### src/design/ahhd_pkg.sv
// shared constants, types and command/status structs for the average hash block
// no dependencies
`timescale 1ns / 1ps

package ahhd_pkg;

  localparam int TILE_PIXELS     = 64;
  localparam int ADDR_W          = $clog2(TILE_PIXELS);
  localparam int PIX_W           = 8;
  localparam int QUANT_SHIFT     = 2;
  localparam int STORE_W         = PIX_W - QUANT_SHIFT;
  localparam int SUM_W           = $clog2(((1 << PIX_W) - 1) * TILE_PIXELS + 1);
  localparam int CNT_W           = $clog2(TILE_PIXELS + 1);
  localparam int DIST_W          = 7;
  localparam int ABSENT_DISTANCE = 40;
  localparam int DISTANCE_MAX    = (1 << DIST_W) - 1;

  localparam logic [ADDR_W-1:0] LAST_ADDR = ADDR_W'(TILE_PIXELS - 1);

  typedef struct packed {
    logic load;
    logic absent;
    logic scan_rd;
    logic finish;
  } ahhd_cmd_t;

  typedef struct packed {
    logic last_pixel;
    logic scan_last;
  } ahhd_status_t;

endpackage

### src/design/ahhd_ram.sv
// generic simple dual-port ram, one write port and one registered read port
// no dependencies
`timescale 1ns / 1ps

module ahhd_ram #(
  parameter int WIDTH = 8,
  parameter int DEPTH = 64
) (
  input  logic                     clk,
  input  logic                     we,
  input  logic [$clog2(DEPTH)-1:0] waddr,
  input  logic [WIDTH-1:0]         wdata,
  input  logic [$clog2(DEPTH)-1:0] raddr,
  output logic [WIDTH-1:0]         rdata
);

  logic [WIDTH-1:0] mem [DEPTH];

  always_ff @(posedge clk) begin
    if (we) begin
      mem[waddr] <= wdata;
    end
    rdata <= mem[raddr];
  end

endmodule

### src/design/ahhd_datapath.sv
// datapath: tile store, running sums, compare pass counter and result registers
// depends on ahhd_pkg and ahhd_ram
`timescale 1ns / 1ps

module ahhd_datapath
  import ahhd_pkg::*;
(
  input  logic                clk,
  input  logic                rst,
  input  ahhd_cmd_t           cmd,
  output ahhd_status_t        status,
  input  logic [PIX_W-1:0]    pixel_a,
  input  logic [PIX_W-1:0]    pixel_b,
  output logic                done,
  output logic [DIST_W-1:0]   distance,
  output logic                no_image
);

  localparam logic [SUM_W-1:0] TILE_DIV = SUM_W'(TILE_PIXELS);
  localparam int SAT_W = CNT_W + DIST_W;

  logic [SUM_W-1:0]     sum_a;
  logic [SUM_W-1:0]     sum_b;
  logic [ADDR_W-1:0]    pixel_count;
  logic [ADDR_W-1:0]    scan_addr;
  logic                 cmp_valid;
  logic [CNT_W-1:0]     acc;

  logic [STORE_W-1:0]   q_a;
  logic [STORE_W-1:0]   q_b;
  logic [2*STORE_W-1:0] rd_data;
  logic [PIX_W-1:0]     avg_a;
  logic [PIX_W-1:0]     avg_b;
  logic [PIX_W-1:0]     rd_qa;
  logic [PIX_W-1:0]     rd_qb;
  logic                 diff;
  logic [CNT_W-1:0]     acc_next;
  logic                 saturate;

  assign q_a = pixel_a[PIX_W-1:QUANT_SHIFT];
  assign q_b = pixel_b[PIX_W-1:QUANT_SHIFT];

  // both tiles share one ram word per position
  ahhd_ram #(
    .WIDTH (2 * STORE_W),
    .DEPTH (TILE_PIXELS)
  ) u_store (
    .clk   (clk),
    .we    (cmd.load),
    .waddr (pixel_count),
    .wdata ({q_a, q_b}),
    .raddr (scan_addr),
    .rdata (rd_data)
  );

  // sums hold still through the pass, so averages are plain shifts of them
  assign avg_a = PIX_W'(sum_a / TILE_DIV);
  assign avg_b = PIX_W'(sum_b / TILE_DIV);

  assign rd_qa = {rd_data[2*STORE_W-1:STORE_W], {QUANT_SHIFT{1'b0}}};
  assign rd_qb = {rd_data[STORE_W-1:0], {QUANT_SHIFT{1'b0}}};
  assign diff  = (rd_qa >= avg_a) != (rd_qb >= avg_b);

  assign acc_next = (cmp_valid && diff) ? acc + CNT_W'(1) : acc;
  assign saturate = SAT_W'(acc_next) > SAT_W'(DISTANCE_MAX);

  assign status.last_pixel = pixel_count == LAST_ADDR;
  assign status.scan_last  = scan_addr == LAST_ADDR;

  always_ff @(posedge clk) begin
    if (rst) begin
      sum_a       <= '0;
      sum_b       <= '0;
      pixel_count <= '0;
      scan_addr   <= '0;
      cmp_valid   <= 1'b0;
      acc         <= '0;
      done        <= 1'b0;
    end else begin
      cmp_valid <= cmd.scan_rd;
      done      <= cmd.absent || cmd.finish;

      if (cmd.absent || cmd.finish) begin
        sum_a       <= '0;
        sum_b       <= '0;
        pixel_count <= '0;
        scan_addr   <= '0;
        acc         <= '0;
      end else begin
        if (cmd.load) begin
          sum_a       <= sum_a + SUM_W'({q_a, {QUANT_SHIFT{1'b0}}});
          sum_b       <= sum_b + SUM_W'({q_b, {QUANT_SHIFT{1'b0}}});
          pixel_count <= pixel_count + ADDR_W'(1);
        end
        if (cmd.scan_rd) begin
          scan_addr <= scan_addr + ADDR_W'(1);
        end
        acc <= acc_next;
      end
    end
  end

  // result word, payload only
  always_ff @(posedge clk) begin
    if (cmd.absent) begin
      distance <= DIST_W'(ABSENT_DISTANCE);
      no_image <= 1'b1;
    end else if (cmd.finish) begin
      distance <= saturate ? DIST_W'(DISTANCE_MAX) : DIST_W'(acc_next);
      no_image <= 1'b0;
    end
  end

  a_absent_word: assert property (@(posedge clk) disable iff (rst)
    cmd.absent |=> done && no_image && distance == DIST_W'(ABSENT_DISTANCE))
    else $error("absent word not emitted as expected");

  a_finish_after_read: assert property (@(posedge clk) disable iff (rst)
    cmd.finish |-> cmp_valid)
    else $error("finish without the last store read in flight");

  a_load_not_in_scan: assert property (@(posedge clk) disable iff (rst)
    !(cmd.load && (cmd.scan_rd || cmd.finish)))
    else $error("load overlaps the compare pass");

endmodule

### src/design/ahhd_ctrl.sv
// controller state machine: accepts words, sequences the compare pass
// depends on ahhd_pkg
`timescale 1ns / 1ps

module ahhd_ctrl
  import ahhd_pkg::*;
(
  input  logic         clk,
  input  logic         rst,
  input  logic         start,
  input  logic         image_absent,
  input  ahhd_status_t status,
  output ahhd_cmd_t    cmd,
  output logic         busy
);

  localparam logic [1:0] ST_IDLE  = 2'd0;
  localparam logic [1:0] ST_SCAN  = 2'd1;
  localparam logic [1:0] ST_DRAIN = 2'd2;

  logic [1:0] state;
  logic [1:0] state_next;
  logic       accept;

  assign busy   = state != ST_IDLE;
  assign accept = start && !busy;

  always_comb begin
    state_next  = state;
    cmd.load    = 1'b0;
    cmd.absent  = 1'b0;
    cmd.scan_rd = 1'b0;
    cmd.finish  = 1'b0;
    unique case (state)
      ST_IDLE: begin
        if (accept) begin
          if (image_absent) begin
            cmd.absent = 1'b1;
          end else begin
            cmd.load = 1'b1;
            if (status.last_pixel) begin
              state_next = ST_SCAN;
            end
          end
        end
      end
      ST_SCAN: begin
        cmd.scan_rd = 1'b1;
        if (status.scan_last) begin
          state_next = ST_DRAIN;
        end
      end
      ST_DRAIN: begin
        // last store read lands here
        cmd.finish = 1'b1;
        state_next = ST_IDLE;
      end
      default: begin
        state_next = ST_IDLE;
      end
    endcase
  end

  always_ff @(posedge clk) begin
    if (rst) begin
      state <= ST_IDLE;
    end else begin
      state <= state_next;
    end
  end

  a_tile_end_scans: assert property (@(posedge clk) disable iff (rst)
    accept && !image_absent && status.last_pixel |=> state == ST_SCAN)
    else $error("tile end did not start the compare pass");

  a_scan_holds: assert property (@(posedge clk) disable iff (rst)
    state == ST_SCAN && !status.scan_last |=> state == ST_SCAN)
    else $error("compare pass left early");

  a_drain_once: assert property (@(posedge clk) disable iff (rst)
    state == ST_DRAIN |=> state == ST_IDLE && !busy)
    else $error("drain did not return to idle");

endmodule

### src/design/average_hash_hamming_distance.sv
// top level of the average hash hamming distance block
// depends on ahhd_pkg, ahhd_ctrl, ahhd_datapath (and ahhd_ram below it)
`timescale 1ns / 1ps

// Takes one pixel pair a word while busy is low and start is high, in raster
// order over a tile of TILE_PIXELS pixels. The word that completes a tile
// starts a compare pass that reads the tile store one position a cycle and
// holds busy high through the pass and a final drain step; the single read
// port of the store sets the length of that pass. A word with image_absent
// set restarts the tile and yields distance 40 with no_image high. Each result
// appears on distance/no_image for exactly one cycle with done high; done is
// registered and comes in the cycle after the absent word or the drain step;
// there is no back-pressure, so the receiver must take it in that cycle.

module average_hash_hamming_distance
  import ahhd_pkg::*;
(
  input  logic              clk,
  input  logic              rst,
  input  logic              start,
  output logic              busy,
  input  logic [PIX_W-1:0]  pixel_a,
  input  logic [PIX_W-1:0]  pixel_b,
  input  logic              image_absent,
  output logic              done,
  output logic [DIST_W-1:0] distance,
  output logic              no_image
);

  ahhd_cmd_t    cmd;
  ahhd_status_t status;

  ahhd_ctrl u_ctrl (
    .clk          (clk),
    .rst          (rst),
    .start        (start),
    .image_absent (image_absent),
    .status       (status),
    .cmd          (cmd),
    .busy         (busy)
  );

  ahhd_datapath u_datapath (
    .clk      (clk),
    .rst      (rst),
    .cmd      (cmd),
    .status   (status),
    .pixel_a  (pixel_a),
    .pixel_b  (pixel_b),
    .done     (done),
    .distance (distance),
    .no_image (no_image)
  );

endmodule
### config.mk
export PLATFORM = sky130hd
export DESIGN_NAME = average_hash_hamming_distance
export DESIGN_NICKNAME = d
export VERILOG_FILES = /design/src/design/ahhd_pkg.sv /design/src/design/ahhd_ram.sv /design/src/design/ahhd_datapath.sv /design/src/design/ahhd_ctrl.sv /design/src/design/average_hash_hamming_distance.sv
export SDC_FILE = /design/constraint.sdc
export NUM_CORES = 1
export LEC_CHECK = 0
export BUFFER_PORTS_ARGS = -buffer_cell sky130_fd_sc_hd__buf_2
export CAP_MARGIN = 20
export CORE_UTILIZATION = 25
export DETAILED_ROUTE_END_ITERATION = 8
export PLACE_DENSITY_LB_ADDON = 0.3
export SETUP_SLACK_MARGIN = 0.05
export SYNTH_ARGS = -nofsm -noshare
export SYNTH_HDL_FRONTEND = slang
export SYNTH_SLANG_ARGS = --single-unit
### constraint.sdc
create_clock -name clk -period 4.3 [get_ports clk]
set_input_delay 1.29 -clock clk [delete_from_list [all_inputs] [get_ports clk]]
set_output_delay 1.29 -clock clk [all_outputs]
set_load 0.01 [all_outputs]
# Word-level counts from Yosys, hierarchy flattened
# Memory sizes are Yosys's and may differ from the RTL's. A register that Yosys moved wholly into a read port is not among the register bits.
# Cells that the tools add are included.
[word_totals]
rom_bits = 0
output_inout_bits = 10
regBits = 59
wordCells = 49
inputBits = 20
latch_bits = 0
mem_count = 1
ramBits = 768
[mem_list]
columns = ["memory", "words", "width", "read_ports", "rd_ports_with_merged_regs", "write_ports", "line", "rtl"]
rows = [
  ["u_datapath.u_store.mem", 64, 12, 1, 1, 1, "ahhd_ram.sv:17", "logic [WIDTH-1:0] mem [DEPTH];"],
]
[classes]
add_sub_neg = 5
multipliers = 0
bitwise_logic = 0
n_lt_le_gt_ge = 2
shifts = 0
muxes = 14
div_mod_pow = 0
eq_ne = 9
n_reduce_logical = 8
[op_table]
columns = ["op", "n"]
rows = [
  ["$add A14 B8 Y14", 2],
  ["$ge A8 B8 Y1", 2],
  ["$add A6 B1 Y6 const B", 2],
  ["$eq A6 B6 Y1 const B", 2],
  ["$mux W2", 6],
  ["$add A7 B1 Y7 const B", 1],
  ["$mux W7", 1],
  ["$mux W1", 6],
  ["$ne A2 B2 Y1 const B", 3],
  ["$pmux W2 S2", 1],
  ["$reduce_and A4 Y1", 1],
  ["$eq A2 B1 Y1 const B", 1],
  ["$eq A2 B2 Y1 const B", 1],
  ["$logic_and A1 B1 Y1", 2],
  ["$logic_not A2 Y1", 1],
  ["$ne A2 B1 Y1 const B", 1],
  ["$reduce_bool A2 Y1", 1],
  ["$reduce_or A2 Y1", 1],
  ["$logic_not A1 Y1", 1],
  ["$logic_or A1 B1 Y1", 1],
  ["$ne A1 B1 Y1", 1],
]

# Logic depth before layout (Yosys ltp)
[logic_depth]
depth_word = 7
depth_mapped = 8
ltp_nobuf = 8

# Modules after synthesis
# From an unflattened synthesis, not the netlist that was laid out.
[unflattened]
cells_unflattened = 1683
hier_area_um2 = 32834.0
[modules_own_cells]
columns = ["module", "area_each_um2", "seq_area_each_um2", "cells_each", "n_inst"]
rows = [
  ["ahhd_ram", 29851.1, 23302.3, 1339, 1],
  ["ahhd_datapath", 2859.0, 1061.0, 331, 1],
  ["ahhd_ctrl", 123.9, 40.0, 13, 1],
]

# Worst setup path after synthesis
# No wires, ideal clock.
[synth_timing]
path_kind = "input-to-reg"
start = "input image_absent"
end = "memory u_datapath.u_store.mem[62][0] in the netlist's numbering (enable)"
path_buffers = 1
t_arrival_ps = 2947
setup_ps = 380
path_slack_ps = 973
required_ps = 3920
stages = 4
path_cell_list = "nor4b_2 clkbuf_1 nand3_1 nor2_1"
[synth_via]
elab_chain_len = 5
[synth_rtl]
columns = ["element", "line", "rtl"]
rows = [
  ["start: declaration", "average_hash_hamming_distance.sv:24", "input logic image_absent,"],
  ["$mux W1", "ahhd_ctrl.sv:37", "if (image_absent) begin"],
  ["$mux W2", "ahhd_ctrl.sv:36", "if (accept) begin"],
  ["$mux W2", "ahhd_ctrl.sv:34", "unique case (state)"],
  ["$mux W1", "ahhd_ram.sv:20", "if (we) begin"],
  ["$mux W1 (implied by the code)", "ahhd_ram.sv:21", "mem[waddr] <= wdata;"],
  ["end: declaration", "ahhd_ram.sv:17", ""],
]
# No other way between the ends.

==> flow_summary.json <==
{
  "yosysUniqueCellTypes": 54,
  "setup_ws_ps": 1230,
  "dieArea_um2": 132000,
  "routed_wirelength_um": 78900,
  "cts_sinks": 835,
  "h-tree-depth": 3,
  "drt_iter0_markers": 1378,
  "min_from": "u_datapath.distance[6]",
  "synth_edf_count": 768,
  "dpl.hpwl_um": 48600,
  "p_leak_uw": 0.0116,
  "setup_tns_ps": 0,
  "clk_latency_ps": 660,
  "avgSynthCellArea_um2": 20.5,
  "max_freq_ghz": 0.326,
  "critical_path_class": "flop to flop",
  "dp_slack_ps": 625,
  "antenna_found_initial": 6,
  "cap_viol_max_count": 0,
  "portBuffers": 25,
  "antenna_cells": 0,
  "core_um2": 130000,
  "die_h_um": 364,
  "tightest_slew_ps": 982,
  "ir_worst_vdd_v": 0.000266,
  "final_nets": 1792,
  "cts-buffers-inserted": 88,
  "rrSetupSlack_ps": 1230,
  "cts_hold_buf": 0,
  "p_per_area_nw_per_um2": 433,
  "start_util": 0.252,
  "relSlewSlack": 0.344,
  "holdWs_ps": 450,
  "r2r_cells": 6,
  "instances_no_fill": 3553,
  "cts_resized": 0,
  "dr_total_vias": 16000,
  "syn_to_final_growth_pct": 17.4,
  "min_delay_path_depth": 2,
  "place_inst": 3395,
  "post-route-period-util": 0.714,
  "via_per_inst": 4.49,
  "timing.rr.start": "u_datapath.scan_addr[0]",
  "setup.worst_path.start_class": "flop",
  "end_kind": "flop",
  "final_antenna_net_count": 0,
  "hold_viol": 0,
  "seq_area_frac_synth": 0.745,
  "grt_max_degree": 65,
  "cp.required_ps": 4780,
  "synth-seq-cells": 835,
  "track_usage": 0.120,
  "ys_async_sr_fraction": 0,
  "synthesis.area_um2": 32800,
  "tritoncts": "built",
  "drc": 0,
  "skew_ps": 61.3,
  "die_w_um": 364,
  "postCtsSetupBuffers": 0,
  "rsz0062_at_grt": "false",
  "outcome": "completed",
  "grt_pass1_vias": 16600,
  "hold_end": "u_datapath.distance[6]",
  "cts_root_buf": "clkbuf_16",
  "synth_cells": 1598,
  "post-route-min-period_ps": 3070,
  "top_level_ports": 30,
  "slew_violations": 0,
  "crit_arrival_ps": 3550,
  "cts_max_path_buffers": 3,
  "yosys_warnings": 0,
  "setup_violations": 0,
  "grt_pass1_wl_um": 115000,
  "synth_nets": 1647,
  "utilization": 0.296,
  "clk_pin_slew_ps": 60,
  "ys.flop_type": "edfxtp_1",
  "wire_per_inst_um": 22.2,
  "dr.pass1.iters": 5,
  "hp-class": "flop to flop",
  "path_max_fanout": 32,
  "num_rows": 132,
  "grt.overflow.total": 0,
  "crit-reg2reg-capture": "u_datapath.u_store.rdata[7]",
  "drive_gt1_frac": 0.281,
  "gp_congestion": 0.793
}
-- through the flow --
| step | cell area, um2 | total power [uW] |
|---|---|---|
| 6_report | 38400 | 16700 |
| 3_5_place_dp | 35600 | 9370 |
| 3_3_place_gp | 35600 | 9350 |
| 2_1_floorplan | 32800 | 9160 |
| 4_1_cts | 38400 | 16900 |
| 5_1_grt | 38400 | 17200 |
-- cell usage in the layout, fill, tap and decap left out, drive strengths merged, types with 3 or more instances in the layout --
| cell type | instances |
|---|---|
| a211o | 3 |
| dfxtp | 67 |
| a21o | 6 |
| mux2i | 12 |
| a22o | 5 |
| nand4 | 11 |
| mux4 | 227 |
| nor3 | 10 |
| nand2b | 5 |
| mux2 | 9 |
| inv | 22 |
| clkbuf | 110 |
| o21ai | 18 |
| a221o | 9 |
| and3 | 5 |
| or2 | 4 |
| xnor2 | 17 |
| or3 | 10 |
| nor2b | 15 |
| nor4 | 6 |
| a2111oi | 8 |
| nand3 | 15 |
| o21bai | 4 |
| nor2 | 105 |
| buf | 137 |
| a211oi | 7 |
| a21oi | 44 |
| o22ai | 10 |
| or3b | 3 |
| xor2 | 7 |
| edfxtp | 768 |
| nand2 | 38 |
| clkinv | 37 |
| bufinv | 8 |
| ha | 27 |
-- Yosys cell counts (2+ instances only) --
cell type,instances,share of area
a2111oi_0,8,0.0021
a211o_1,3,0.00080
a211oi_1,7,0.0016
a21o_1,6,0.0014
a21oi_1,44,0.0067
a221o_1,9,0.0028
a22o_1,5,0.0013
a31o_2,2,0.00053
and3_1,5,0.00096
buf_1,13,0.0015
buf_2,15,0.0023
buf_4,7,0.0016
buf_6,8,0.0028
clkbuf_1,39,0.0045
dfxtp_1,67,0.041
edfxtp_1,768,0.70
fa_1,2,0.0012
ha_1,27,0.010
inv_1,21,0.0024
mux2_2,9,0.0031
mux2i_1,11,0.0034
mux4_2,227,0.16
nand2_1,38,0.0044
nand2b_1,5,0.00096
nand3_1,15,0.0023
nand3b_1,2,0.00046
nand4_1,11,0.0021
nand4bb_1,2,0.00069
nor2_1,105,0.012
nor2b_1,15,0.0029
nor3_1,10,0.0015
nor4_1,6,0.0011
o21ai_0,18,0.0028
o21bai_1,4,0.00092
o22ai_1,10,0.0019
or2_2,4,0.00076
or3_1,10,0.0019
or3b_2,2,0.00053
xnor2_1,17,0.0045
xor2_1,7,0.0019
-- logic make-up after synthesis --
kind of cell             Yosys count  synth area share
adder cells (fa/ha/maj)           29            0.0115
AO/OA/AOI/OAI                    124            0.0249
flip-flops                       835             0.745
multiplexers                     248             0.163
buffers and inverters            103            0.0150
AND/OR/NAND/NOR                  235            0.0340
XOR/XNOR                          24           0.00642
-- worst max-delay path, stage by stage, from the launching register on --
cell and delay (ps):
dfxtp_4 530, buf_12 290, buf_4 280, mux4_2 560, mux4_2 530, a22o_1 310, a221o_1 320
-- power by group --
part | internal [uW] | switching, uW
logic | 71.5 | 235
clock network | 4350 | 3110
registers | 8880 | 9.36
total | 13300 | 3360
-- worst max path at each step --
| stage | from | endpoint | slack [ps] | cells after the start |
|---|---|---|---|---|
| 5_1_grt | u_datapath.scan_addr[0] | u_datapath.u_store.rdata[9] | 1080 | 8 |
| 6_report | u_datapath.scan_addr[0] | u_datapath.u_store.rdata[7] | 1230 | 6 |
| 3_3_place_gp | image_absent | u_datapath.u_store.mem[27][10] | 650 | 6 |
| 4_1_cts | u_datapath.scan_addr[0] | u_datapath.u_store.rdata[7] | 1180 | 5 |
| 2_1_floorplan | image_absent | u_datapath.u_store.mem[62][0] | 970 | 4 |
| 3_5_place_dp | image_absent | u_datapath.u_store.mem[35][10] | 630 | 6 |
-- flip-flops by register name, indices dropped and copies added (netlist names) --
| name | flops |
|---|---|
| u_datapath.sum_b | 12 |
| u_ctrl.state | 2 |
| u_datapath.acc | 7 |
| u_datapath.no_image | 1 |
| u_datapath.u_store.mem | 768 |
| u_datapath.distance | 7 |
| u_datapath.done | 1 |
| u_datapath.pixel_count | 6 |
| u_datapath.cmp_valid | 1 |
| u_datapath.scan_addr | 6 |
| u_datapath.u_store.rdata | 12 |
| u_datapath.sum_a | 12 |
-- cell type report --
type	instances	area, um2
clock buffers	110	2340
clock inverters	48	509
fillers	12700	91400
inverters	21	78.8
multi-input cells	660	7870
flip-flops and latches	835	24400
well taps	1742	2180
repair buffers	137	1050
-- layer usage --
metal | track usage | routed length [um] | vias to the layer above
li1 | - | - | 6891
met1 | 0.168 | 36100 | 8523
met2 | 0.189 | 37100 | 406
met3 | 0.0209 | 3980 | 125
met4 | 0.0322 | 1610 | 8
met5 | 0 | 61 | -
Note: power is estimated with default switching activity, not from simulation.
